File: config.mk
export PLATFORM = sky130hd
export DESIGN_NAME = heartbeat_health_supervisor
export DESIGN_NICKNAME = d
export VERILOG_FILES = /design/src/sv/hhs_pkg.sv /design/src/sv/hhs_regs.sv /design/src/sv/hhs_front.sv /design/src/sv/hhs_queue.sv /design/src/sv/hhs_back.sv /design/src/sv/heartbeat_health_supervisor.sv
export SDC_FILE = /design/constraint.sdc
export NUM_CORES = 1
export LEC_CHECK = 0
export BUFFER_PORTS_ARGS = -buffer_cell sky130_fd_sc_hd__buf_2
export CORE_MARGIN = 1.5
export CORE_UTILIZATION = 50
export DETAILED_ROUTE_END_ITERATION = 8
export GPL_TIMING_DRIVEN = 0
export PLACE_DENSITY = 0.67
export RECOVER_POWER = 100
export SYNTH_ARGS = -nofsm -noshare
export SYNTH_HDL_FRONTEND = slang
export SYNTH_SLANG_ARGS = --single-unit
File: constraint.sdc
create_clock -name clk -period 19.3 [get_ports clk]
set_clock_uncertainty 0.05 [all_clocks]
set_input_delay 0.965 -clock clk [delete_from_list [all_inputs] [get_ports clk]]
set_output_delay 0.965 -clock clk [all_outputs]
set_load 0.1 [all_outputs]
File: src/sv/hhs_pkg.sv
// Shared types, codes and constants for the heartbeat health supervisor.
package hhs_pkg;

  // Supervised components and derived widths
  localparam int NUM_COMP   = 8;
  localparam int IDX_W      = $clog2(NUM_COMP);
  localparam int TIME_W     = 32;
  localparam int DEADLINE_W = 24;
  localparam int SLOT_W     = DEADLINE_W + 1;

  // Configuration port
  localparam int PDATA_W = 32;
  localparam int PADDR_W = IDX_W + 2;

  // Command queue between front and back
  localparam int QDEPTH = 4;
  localparam int QPTR_W = $clog2(QDEPTH);

  // Overall health level codes
  localparam logic [1:0] LVL_OK       = 2'd0;
  localparam logic [1:0] LVL_DEGRADED = 2'd1;
  localparam logic [1:0] LVL_FAULT    = 2'd2;

  // Request kind codes on the input channel
  localparam logic [1:0] KIND_MARK_OK       = 2'd0;
  localparam logic [1:0] KIND_MARK_DEGRADED = 2'd1;
  localparam logic [1:0] KIND_MARK_FAULT    = 2'd2;
  localparam logic [1:0] KIND_EVALUATE      = 2'd3;

  // Per-component watch slot: required bit over deadline in ms
  typedef struct packed {
    logic                  required;
    logic [DEADLINE_W-1:0] deadline;
  } slot_t;

  typedef slot_t [NUM_COMP-1:0] slot_arr_t;

  // Input request payload
  typedef struct packed {
    logic [1:0]        kind;
    logic [2:0]        component;
    logic [TIME_W-1:0] now_ms;
  } in_req_t;

  // Result payload
  typedef struct packed {
    logic [1:0] level;
    logic       quorum_ok;
    logic [2:0] first_failing;
    logic       failing_was_stale;
    logic [7:0] failed_mask;
    logic [7:0] degraded_mask;
  } out_rsp_t;

  // Decoded command operation
  typedef enum logic [1:0] {
    OP_MARK_OK,
    OP_MARK_DEGRADED,
    OP_MARK_FAULT,
    OP_EVALUATE
  } cmd_op_t;

  // Command carried through the queue
  typedef struct packed {
    cmd_op_t           op;
    logic [IDX_W-1:0]  comp;
    logic [TIME_W-1:0] now_ms;
  } cmd_t;

  // Back-end sequencer states
  typedef enum logic [1:0] {
    BK_IDLE,
    BK_SCAN,
    BK_DONE
  } bk_state_t;

  // Reset value of each watch slot
  function automatic slot_t slot_reset(input int idx);
    slot_t s;
    case (idx)
      0:       s = '{required: 1'b1, deadline: DEADLINE_W'(2000)};
      1:       s = '{required: 1'b1, deadline: DEADLINE_W'(180000)};
      2, 3, 4: s = '{required: 1'b1, deadline: DEADLINE_W'(30000)};
      5, 6:    s = '{required: 1'b0, deadline: DEADLINE_W'(120000)};
      7:       s = '{required: 1'b0, deadline: DEADLINE_W'(60000)};
      default: s = '0;
    endcase
    return s;
  endfunction

endpackage

File: src/sv/hhs_regs.sv
// Watch slot register file behind the APB-style configuration port.
module hhs_regs import hhs_pkg::*; (
  input  logic               clk,
  input  logic               rst_n,
  input  logic               psel,
  input  logic               penable,
  input  logic               pwrite,
  input  logic [PADDR_W-1:0] paddr,
  input  logic [PDATA_W-1:0] pwdata,
  output logic [PDATA_W-1:0] prdata,
  output logic               pready,
  output slot_arr_t          slots
);

  slot_arr_t        slot_r;
  logic [IDX_W-1:0] reg_idx;
  logic             wr_en;

  assign reg_idx = paddr[PADDR_W-1:2];
  assign wr_en   = psel && penable && pwrite;
  assign pready  = 1'b1;

  // Register write, one slot per word
  always_ff @(posedge clk) begin
    if (!rst_n) begin
      for (int i = 0; i < NUM_COMP; i++) begin
        slot_r[i] <= slot_reset(i);
      end
    end else if (wr_en) begin
      slot_r[reg_idx] <= pwdata[SLOT_W-1:0];
    end
  end

  // Read back, zero above the slot bits
  assign prdata = PDATA_W'(slot_r[reg_idx]);
  assign slots  = slot_r;

endmodule

File: src/sv/hhs_front.sv
// Front end: takes requests, decodes them into commands for the queue.
module hhs_front import hhs_pkg::*; (
  input  logic    clk,
  input  logic    rst_n,
  input  logic    in_valid,
  output logic    in_ready,
  input  in_req_t in_data,
  output logic    cmd_valid,
  input  logic    cmd_ready,
  output cmd_t    cmd
);

  cmd_t    cmd_r;
  logic    cmd_vld_r;
  cmd_op_t op;
  logic    drop;
  logic    take;

  // Decode kind; marks on a component that does not exist are dropped
  always_comb begin
    case (in_data.kind)
      KIND_MARK_OK:       op = OP_MARK_OK;
      KIND_MARK_DEGRADED: op = OP_MARK_DEGRADED;
      KIND_MARK_FAULT:    op = OP_MARK_FAULT;
      default:            op = OP_EVALUATE;
    endcase
    drop = (op != OP_EVALUATE) && ({1'b0, in_data.component} >= 4'(NUM_COMP));
  end

  assign in_ready = !cmd_vld_r || cmd_ready;
  assign take     = in_valid && in_ready;

  // Staging register in front of the queue
  always_ff @(posedge clk) begin
    if (!rst_n) begin
      cmd_vld_r <= 1'b0;
    end else if (in_ready) begin
      cmd_vld_r <= take && !drop;
    end
  end

  always_ff @(posedge clk) begin
    if (take) begin
      cmd_r.op     <= op;
      cmd_r.comp   <= in_data.component[IDX_W-1:0];
      cmd_r.now_ms <= in_data.now_ms;
    end
  end

  assign cmd_valid = cmd_vld_r;
  assign cmd       = cmd_r;

endmodule

File: src/sv/hhs_queue.sv
// Short command queue that decouples the front end from the back end.
module hhs_queue import hhs_pkg::*; (
  input  logic clk,
  input  logic rst_n,
  input  logic push_valid,
  output logic push_ready,
  input  cmd_t push_cmd,
  output logic pop_valid,
  input  logic pop_ready,
  output cmd_t pop_cmd
);

  cmd_t              entry_r [QDEPTH];
  logic [QPTR_W-1:0] wr_ptr_r;
  logic [QPTR_W-1:0] rd_ptr_r;
  logic [QPTR_W:0]   count_r;
  logic              push;
  logic              pop;

  assign push_ready = (count_r != (QPTR_W+1)'(QDEPTH));
  assign pop_valid  = (count_r != '0);
  assign push       = push_valid && push_ready;
  assign pop        = pop_valid && pop_ready;
  assign pop_cmd    = entry_r[rd_ptr_r];

  // Pointers and fill count
  always_ff @(posedge clk) begin
    if (!rst_n) begin
      wr_ptr_r <= '0;
      rd_ptr_r <= '0;
      count_r  <= '0;
    end else begin
      if (push) wr_ptr_r <= QPTR_W'(wr_ptr_r + 1'b1);
      if (pop)  rd_ptr_r <= QPTR_W'(rd_ptr_r + 1'b1);
      case ({push, pop})
        2'b10:   count_r <= (QPTR_W+1)'(count_r + 1'b1);
        2'b01:   count_r <= (QPTR_W+1)'(count_r - 1'b1);
        default: count_r <= count_r;
      endcase
    end
  end

  // Entry storage
  always_ff @(posedge clk) begin
    if (push) entry_r[wr_ptr_r] <= push_cmd;
  end

endmodule

File: src/sv/hhs_back.sv
// Back end: applies marks and scans the components for an evaluate.
module hhs_back import hhs_pkg::*; (
  input  logic      clk,
  input  logic      rst_n,
  input  slot_arr_t slots,
  input  logic      cmd_valid,
  output logic      cmd_ready,
  input  cmd_t      cmd,
  output logic      out_valid,
  input  logic      out_ready,
  output out_rsp_t  out_data
);

  localparam logic [IDX_W-1:0] LAST_IDX = IDX_W'(NUM_COMP - 1);

  bk_state_t         state_r, state_nxt;

  // Component state
  logic [TIME_W-1:0] last_r [NUM_COMP];
  logic [NUM_COMP-1:0] fault_r;
  logic [NUM_COMP-1:0] degr_r;

  // Scan accumulators
  logic [IDX_W-1:0]    idx_r;
  logic [TIME_W-1:0]   now_r;
  logic [NUM_COMP-1:0] fmask_r;
  logic [NUM_COMP-1:0] dmask_r;
  logic                quorum_r;
  logic [IDX_W-1:0]    first_r;
  logic                stale_r;

  // Output register
  out_rsp_t out_r;
  logic     out_vld_r;

  logic              pop;
  logic              pop_eval;
  logic              out_free;
  logic              load_out;
  slot_t             cur_slot;
  logic [TIME_W-1:0] elapsed;
  logic              cur_stale;
  logic              cur_failed;

  assign cmd_ready = (state_r == BK_IDLE);
  assign pop       = cmd_valid && cmd_ready;
  assign pop_eval  = pop && (cmd.op == OP_EVALUATE);
  assign out_free  = !out_vld_r || out_ready;
  assign load_out  = (state_r == BK_DONE) && out_free;

  // Shared subtract-compare unit, one component per cycle
  always_comb begin
    cur_slot   = slots[idx_r];
    elapsed    = now_r - last_r[idx_r];
    cur_stale  = (cur_slot.deadline != '0) &&
                 (elapsed > TIME_W'(cur_slot.deadline));
    cur_failed = fault_r[idx_r] || cur_stale;
  end

  // Sequencer state register
  always_ff @(posedge clk) begin
    if (!rst_n) begin
      state_r <= BK_IDLE;
    end else begin
      state_r <= state_nxt;
    end
  end

  // Sequencer next state
  always_comb begin
    state_nxt = state_r;
    unique case (state_r)
      BK_IDLE: begin
        if (pop_eval) state_nxt = BK_SCAN;
      end
      BK_SCAN: begin
        if (idx_r == LAST_IDX) state_nxt = BK_DONE;
      end
      BK_DONE: begin
        if (out_free) state_nxt = BK_IDLE;
      end
      default: state_nxt = BK_IDLE;
    endcase
  end

  // Mark updates to the component state
  always_ff @(posedge clk) begin
    if (!rst_n) begin
      for (int i = 0; i < NUM_COMP; i++) begin
        last_r[i] <= '0;
      end
      fault_r <= '0;
      degr_r  <= '0;
    end else if (pop && !pop_eval) begin
      last_r[cmd.comp]  <= cmd.now_ms;
      fault_r[cmd.comp] <= (cmd.op == OP_MARK_FAULT);
      degr_r[cmd.comp]  <= (cmd.op == OP_MARK_DEGRADED);
    end
  end

  // Scan accumulators
  always_ff @(posedge clk) begin
    if (pop_eval) begin
      now_r    <= cmd.now_ms;
      idx_r    <= '0;
      fmask_r  <= '0;
      dmask_r  <= '0;
      quorum_r <= 1'b1;
      first_r  <= '0;
      stale_r  <= 1'b0;
    end else if (state_r == BK_SCAN) begin
      fmask_r[idx_r] <= cur_failed;
      dmask_r[idx_r] <= degr_r[idx_r];
      if (cur_failed && cur_slot.required && quorum_r) begin
        quorum_r <= 1'b0;
        first_r  <= idx_r;
        stale_r  <= cur_stale;
      end
      idx_r <= IDX_W'(idx_r + 1'b1);
    end
  end

  // Result register, held until taken
  always_ff @(posedge clk) begin
    if (!rst_n) begin
      out_vld_r <= 1'b0;
    end else if (load_out) begin
      out_vld_r <= 1'b1;
    end else if (out_ready) begin
      out_vld_r <= 1'b0;
    end
  end

  always_ff @(posedge clk) begin
    if (load_out) begin
      if (fmask_r != '0) begin
        out_r.level <= LVL_FAULT;
      end else if (dmask_r != '0) begin
        out_r.level <= LVL_DEGRADED;
      end else begin
        out_r.level <= LVL_OK;
      end
      out_r.quorum_ok         <= quorum_r;
      out_r.first_failing     <= first_r;
      out_r.failing_was_stale <= stale_r;
      out_r.failed_mask       <= fmask_r;
      out_r.degraded_mask     <= dmask_r;
    end
  end

  assign out_valid = out_vld_r;
  assign out_data  = out_r;

endmodule

File: src/sv/heartbeat_health_supervisor.sv
// Heartbeat health supervisor top level: front end, command queue, back end, registers.
// Mark requests: staged in the front end, queued, then applied by the back end; one mark per
// cycle sustained while the back end is idle. Evaluate requests: the back end takes no new
// command while it holds an evaluate (dispatch, 8 scan steps through one shared
// subtract-compare unit, result load). A 4-entry queue buffers requests meanwhile.
// Reset (synchronous, rst_n low): watch slots to defaults, heartbeat state cleared, queue empty.
module heartbeat_health_supervisor import hhs_pkg::*; (
  input  logic               clk,
  input  logic               rst_n,
  input  logic               in_valid,
  output logic               in_ready,
  input  in_req_t            in_data,
  output logic               out_valid,
  input  logic               out_ready,
  output out_rsp_t           out_data,
  input  logic               psel,
  input  logic               penable,
  input  logic               pwrite,
  input  logic [PADDR_W-1:0] paddr,
  input  logic [PDATA_W-1:0] pwdata,
  output logic [PDATA_W-1:0] prdata,
  output logic               pready
);

  slot_arr_t slots;
  logic      fq_valid;
  logic      fq_ready;
  cmd_t      fq_cmd;
  logic      qb_valid;
  logic      qb_ready;
  cmd_t      qb_cmd;

  // Configuration registers
  hhs_regs u_regs (
    .clk     (clk),
    .rst_n   (rst_n),
    .psel    (psel),
    .penable (penable),
    .pwrite  (pwrite),
    .paddr   (paddr),
    .pwdata  (pwdata),
    .prdata  (prdata),
    .pready  (pready),
    .slots   (slots)
  );

  // Request decode
  hhs_front u_front (
    .clk       (clk),
    .rst_n     (rst_n),
    .in_valid  (in_valid),
    .in_ready  (in_ready),
    .in_data   (in_data),
    .cmd_valid (fq_valid),
    .cmd_ready (fq_ready),
    .cmd       (fq_cmd)
  );

  // Command queue
  hhs_queue u_queue (
    .clk        (clk),
    .rst_n      (rst_n),
    .push_valid (fq_valid),
    .push_ready (fq_ready),
    .push_cmd   (fq_cmd),
    .pop_valid  (qb_valid),
    .pop_ready  (qb_ready),
    .pop_cmd    (qb_cmd)
  );

  // Mark and evaluate execution
  hhs_back u_back (
    .clk       (clk),
    .rst_n     (rst_n),
    .slots     (slots),
    .cmd_valid (qb_valid),
    .cmd_ready (qb_ready),
    .cmd       (qb_cmd),
    .out_valid (out_valid),
    .out_ready (out_ready),
    .out_data  (out_data)
  );

endmodule

==> flow_summary_export.csv, run 1 <==
group,metric,value,unit
outcome,status,"finished, violations left",
outcome,failed_checks,"capacitance limit, slew limit",
worst_setup_path,crit_type,"reg -> reg",
clock_network,cts_max_level,3,
worst_setup_path,cp_max_fo,10,
logic_synthesis,synthTopCellsByCount,"nand2_1 (519), edfxtp_1 (496), nor2_1 (313), dfxtp_1 (256), clkbuf_1 (161)",
global_route,grt_pass1_wl,150000,um
global_route,grt_usage,29.1,%
logic_synthesis,yosys.cell_types.count,63,
placed_design,hpwl,69600,um
global_route,grt_overflow_total,0,
logic_synthesis,synthCells,2875,
cells_and_area,diodes,0,
floorplanning,rows,95,
routing,viasPerCell,6.18,
sta,finalMaxSlewViolations,487,
routing,wire_per_inst,25.5,um
routing,met3_wirelength,10500,um
worst_setup_path,worstPathArrival,8.93,ns
routing,drt_iter0_drc,3204,
sta,final_hold_viol_count,0,
cells_and_area,nets,3206,
sta,fin_crit_sh,44.3,%
flow_run,drv_cap,20,
floorplanning,start_util,50.5,%
clock_network,ctsHoldBuffers,0,
clock_network,root_buffer,"clkbuf_16",
cells_and_area,syn_to_final_growth,11.8,%
sta,whs,0.381,ns
min_path,min_to,"u_back.out_data[17]",
worst_setup_path,cp.required,19.69,ns
routing,wl_met1,40300,um
sta,finalWorstSetupSlack,10.76,ns
routing,drc_errors,0,
logic_synthesis,ys_seq_elements,752,
min_path,holdPathStages,0,
floorplanning,num_io_pins,139,
clock_network,cts_resized,0,
placed_design,gp_congestion,1.01,
global_route,grt_max_degree,33,
sta,rsz0062_at_grt,"false",
power_and_ir_drop,cellPowerDensity,145,nW/um^2
clock_network,cts_buffers,79,
logic_synthesis,synth_edf_count,496,
routing,highest_layer,"met4",
worst_setup_path,r2r-end,"u_back.first_r[1]",
floorplanning,die_w,263,um
clock_network,clk_latency,0.64,ns
floorplanning,die_h,263,um
routing,route.met2.wl,46500,um
logic_synthesis,synth_top_cell_by_area,"edfxtp_1",
sta,tightestPinTransition,2.11,ns
routing,vias,24600,
logic_synthesis,async_reset_ff_share,0,%
min_path,worstHoldStart,"u_back.first_r[0]",
power_and_ir_drop,leakagePower,13.4,nW
cells_and_area,layout-drive-gt1-share,11.1,%
sta,post-route-min-period,8.54,ns
global_route,grt_pass1_vias,23800,
worst_setup_path,reg2reg_depth,19,
routing,wl,102000,um
worst_setup_path,start_kind,"register",
clock_network,post_cts_buffers,0,
sta,timing.fmax,117,MHz
floorplanning,core_area,67000,sq um
worst_setup_path,r2r_slack,10.76,ns
power_and_ir_drop,max-vdd-ir-drop,0.000102,V
sta,setup_viol,0,
logic_synthesis,synth_area,33800,sq um
clock_network,cts_tree,"yes",
placed_design,dp_slack,11.63,ns
routing,drtPass1Iterations,8,
floorplanning,die-area,69300,sq um
logic_synthesis,synth_seq_area_share,59.2,%
clock_network,clk_pin_slew,0.06,ns
logic_synthesis,synth_top_area_share,44.0,%
global_route,antenna_found_initial,1,
clock_network,clk_path_buf_depth,3,
min_path,min-delay-path-class,"reg -> reg",
logic_synthesis,yosysMostFrequentCell,"nand2_1",
placed_design,placed_area,35600,sq um
cells_and_area,fin_area,37800,sq um
worst_setup_path,endpoint_kind,"register",
routing,ant_nets,0,
sta,slew_headroom,-40.8,%
logic_synthesis,yosys_warnings,0,
logic_synthesis,synth.avg_cell_area,11.8,sq um
logic_synthesis,ys.flop_type,"edfxtp_1",
sta,finalSetupTns,0,ns
logic_synthesis,yosys-top-cells-area,"edfxtp_1 (44%), dfxtp_1 (15%), mux4_2 (8.1%)",
placed_design,io_buffers,91,
clock_network,cts_sinks,752,
## power by group
part,internal (mW),switching [mW]
registers,1.89,0.0516
logic,0.740,1.34
clock network,0.842,0.638
## state kept, by name, indices dropped and copies added (netlist names), 23 cells and up, named ones only
| name | flops |
|---|---|
| u_back.now_r | 32 |
| u_front.cmd | 37 |
| u_back.last_r | 256 |
| u_queue.entry_r | 148 |
| u_regs.slots | 200 |
| u_back.out_data | 23 |
## per-stage QoR
| step | power (mW) | std cells | util (%) |
|---|---|---|---|
| after CTS | 5.51 | 3990 | 56.8 |
| after detailed placement | 4.04 | 3852 | 53.1 |
| after floorplan | 3.40 | 2881 | - |
| after global routing | 5.76 | 3990 | 56.4 |
| final | 5.50 | 3990 | 56.4 |
| after global placement | 3.99 | 3845 | 52.8 |
## area by class of cell
type | instances | area [sq um]
plain buffers | 213 | 917
clock buffers | 104 | 2150
clock inverters | 34 | 342
fillers | 5621 | 29200
inverters | 59 | 221
multi-input cells | 1857 | 12700
flip-flops and latches | 752 | 20000
well taps | 873 | 1090
repair buffers | 98 | 425
## metal layers
metal | vias to the layer above | track usage [%]
li1 | 10700 | -
met1 | 12100 | 39.6
met2 | 1454 | 45.3
met3 | 327 | 6.09
met4 | 0 | 12.3
met5 | - | 0
## placed cells by master (no fill, tap or decap), drive strengths merged, types with 3 or more instances in the layout
cell type / count
nand4: 42
inv: 63
o21bai: 3
o211ai: 8
ha: 63
a21o: 7
o21ai: 81
conb: 8
or4: 3
and2: 24
nand2b: 18
nor2: 313
xor2: 14
dfxtp: 256
mux2: 34
a211oi: 12
nand3: 72
nor3b: 5
nor4: 10
xnor2: 19
a21boi: 142
mux4: 121
nand2: 519
a31oi: 7
clkbuf: 332
bufinv: 4
clkinv: 24
edfxtp: 496
buf: 83
mux2i: 100
and3: 4
o21a: 13
or3: 3
a22oi: 101
nor3: 20
a21oi: 57
nor2b: 7
## worst max path at each step
stage / startpoint / to / slack, ns / cells past startpoint
floorplan: register / u_back.first_r[2] / 13.20 / 19
global route: register / u_back.first_r[1] / 10.23 / 19
detailed placement: register / u_back.first_r[1] / 11.63 / 19
global placement: register / u_back.first_r[2] / 11.69 / 19
finish: register / u_back.first_r[1] / 10.76 / 19
CTS: register / u_back.first_r[1] / 11.58 / 19
## logic make-up after synthesis
logic type | share of synthesized area [%]
flops | 59.2
compound gates | 9.09
xor+xnor | 0.854
other cells | 0.0222
fa+ha+maj | 2.45
simple gates | 12.9
buf+inv | 3.36
mux | 12.1
## worst max-delay path, cell delays in order, from the launching register on
cell and delay (ns):
dfxtp_1 0.32, clkbuf_1 0.72, buf_1 0.76, mux4_2 0.59, mux2i_1 0.41, fa_1 0.30, nand3_1 0.14, a211oi_1 0.46
nor2_1 0.14, o21ai_0 0.29, a21oi_1 0.16, xnor2_1 0.16, ha_1 0.30, nand4_1 0.13, or4_1 0.60, or4_1 0.53
a31o_1 0.24, or4_1 0.57, o311ai_0 1.26, mux2i_1 0.22
(Power assumes the default switching activity.)
==> inputs of run 2 (changes only) <==
PLACE_DENSITY = 0.69   (was 0.67)
clock period = 7.2 ns   (was 19.3 ns; I/O delays follow)
==> run 2 against run 1 <==
Against the previous run:
- the flow finishes with violations (hold timing, capacitance limit, slew limit)
- cell count increased by 1.5%
- sequential power increased to 2.7 times the previous value
- hold slack got worse by 0.41 ns
- first-iteration DRC count rose by 1.3%
- register-to-register slack worse by 10 ns
- sequential share of layout area fell by 1.1 points
- wire length up 1.1%
- combinational power grew to 2.7 times the previous value
- die area did not move
- largest cell class unchanged
- power grew to 2.7 times the previous value
- critical path type unchanged
- design area is 2.1% higher
- critical path depth fell by 1
==> flow_summary_export.csv, run 2 (same netlist as run 1, synthesis figures left out) <==
group,metric,value,unit
floorplanning,num_io_pins,139,
clock_network,clk_latency,0.65,ns
cells_and_area,regArea,20000,sq um
power_and_ir_drop,power.share.clock,27.9,%
cells_and_area,diodes,0,
sta,finalMaxSlewViolations,442,
routing,wl,103000,um
outcome,failed_checks,"hold timing, capacitance limit, slew limit",
sta,whs,-0.0279,ns
worst_setup_path,path_cells,"clkbuf_4 > mux4_2 > mux2i_1 > ha_1 > nand2_1 > a211oi_1 > nor2_1 > o21ai_0 > a21oi_1 > xnor2_1 > ha_1 > nand4_1 > or4_1 > or4_1 > a31o_1 > or4_4 > o311ai_4 > mux2i_1",
global_route,grt_max_degree,33,
sta,post-route-min-period,6.82,ns
cells_and_area,multiInputGateArea,12700,sq um
cells_and_area,max_flop_register,"u_back.last_r",
placed_design,gp_congestion,1.00,
global_route,grt_overflow_total,0,
floorplanning,core_area,67000,sq um
clock_network,cts_tree,"yes",
routing,vias,24800,
placed_design,io_buffers,91,
power_and_ir_drop,seqPwrFrac,34.9,%
global_route,grt_usage,29.3,%
clock_network,post_cts_buffers,0,
placed_design,hpwl,69700,um
cells_and_area,syn_to_final_growth,14.1,%
outcome,status,"finished, violations left",
sta,rsz0062_at_grt,"false",
cells_and_area,largest_reg_flops,256,
cells_and_area,fillers,5500,
sta,setup_viol,0,
worst_setup_path,crit_type,"reg -> reg",
clock_network,clk_path_buf_depth,3,
clock_network,root_buffer,"clkbuf_16",
flow_run,drv_cap,18,
floorplanning,rows,95,
power_and_ir_drop,max-vdd-ir-drop,0.000373,V
sta,slew_headroom,-39.8,%
global_route,grt_pass1_wl,151000,um
power_and_ir_drop,combPwrFrac,37.2,%
cells_and_area,final_common_cell,"nand2_1",
worst_setup_path,cp.required,7.70,ns
sta,timing.fmax,147,MHz
power_and_ir_drop,cellPowerDensity,390,nW/um^2
sta,final_hold_viol_count,1,
floorplanning,die_w,263,um
sta,tightestPinTransition,2.10,ns
routing,ant_nets,0,
cells_and_area,final_util,57.6,%
clock_network,clk_pin_slew,0.06,ns
clock_network,cts_max_level,3,
floorplanning,die_h,263,um
sta,fin_crit_sh,94.7,%
power_and_ir_drop,leakagePower,13.7,nW
global_route,grt_pass1_vias,24100,
cells_and_area,layout_common_cells,"nand2_1 (519), edfxtp_1 (496), nor2_1 (313)",
floorplanning,die-area,69300,sq um
routing,viasPerCell,6.12,
power_and_ir_drop,p_int,9.51,mW
clock_network,cts_sinks,752,
worst_setup_path,endpoint_kind,"register",
routing,drtPass1Iterations,7,
power_and_ir_drop,p_sw,5.54,mW
worst_setup_path,slowest_stage,"dfxtp_2",
min_path,min-delay-path-class,"in -> reg",
power_and_ir_drop,swShare,36.8,%
worst_setup_path,worstPathArrival,7.32,ns
worst_setup_path,cp_max_fo,10,
cells_and_area,layout-drive-gt1-share,11.4,%
cells_and_area,nets,3261,
routing,drt_iter0_drc,3246,
clock_network,cts_buffers,79,
floorplanning,start_util,50.5,%
routing,drc_errors,0,
worst_setup_path,slowest_delay,0.62,ns
worst_setup_path,start_kind,"register",
routing,wire_per_inst,25.4,um
global_route,antenna_found_initial,1,
[run 2: worst max-delay path, delay by kind of cell, from the launching register on]
| kind | cells | cell delay, ns |
|---|---|---|
| AO/OA/AOI/OAI | 5 | 1.65 |
| XOR/XNOR | 1 | 0.17 |
| buffers and inverters | 1 | 0.39 |
| adder cells (fa/ha/maj) | 2 | 0.64 |
| AND/OR/NAND/NOR | 6 | 2.06 |
| flip-flops | 1 | 0.62 |
| multiplexers | 3 | 1.15 |
[run 2: what timing repair did]
| action | 4_1_cts | 5_1_grt |
|---|---|---|
| endpoints found under the setup margin | 13 | 13 |
| resized for setup | 5 | 11 |
| hold buffers | 56 | 0 |
| hold endpoints to repair | 176 | 0 |
| gates cloned | 0 | 0 |
[run 2: layer usage]
layer | global-route usage (%) | wire length, um
met3 | 6.37 | 11000
met5 | 0 | 20
met4 | 12.1 | 4410
met2 | 46.0 | 46800
met1 | 39.8 | 40600
[run 2: final cells by class]
cell class                      count  area share (%)
Sequential cell                   752            51.8
Multi-Input combinational cell   1857            32.9
Clock buffer                      102            5.56
Tap cell                          873            2.83
Timing Repair Buffer              155            2.54
Buffer                            211            2.40
Clock inverter                     41            1.38
Inverter                           59           0.573
[run 2: stage by stage]
step                      setup slack, ns  cells  power (mW)  TNS (ns)  area (sq um)
after detailed placement           -0.436   3853        10.8     -5.05         35600
after global placement             -0.471   3845        10.7     -5.42         35400
final                               0.383   4050        15.0         0         38600
after CTS                         0.00495   4051        15.0         0         38900
after global routing             0.000927   4050        15.7         0         38600
after floorplan                      1.10   2881        9.12         0         33900
[run 2: worst paths after layout]
kind,slack [ns],cells past startpoint,to,start
min,-0.03,3,u_front.cmd_valid,in_valid
min reg2reg,0.41,0,u_back.out_data[19],u_back.first_r[2]
max,0.38,18,u_back.first_r[2],register
max reg2reg,0.38,18,u_back.first_r[2],register
[run 2: power by group through the flow]
stage,Clock [mW],Combinational (mW),Sequential [mW]
detailed placement,0,5.55,5.29
finish,4.20,5.60,5.25
global placement,0,5.43,5.28
floorplan,0,3.88,5.23
CTS,4.22,5.60,5.22
global route,4.37,6.06,5.28
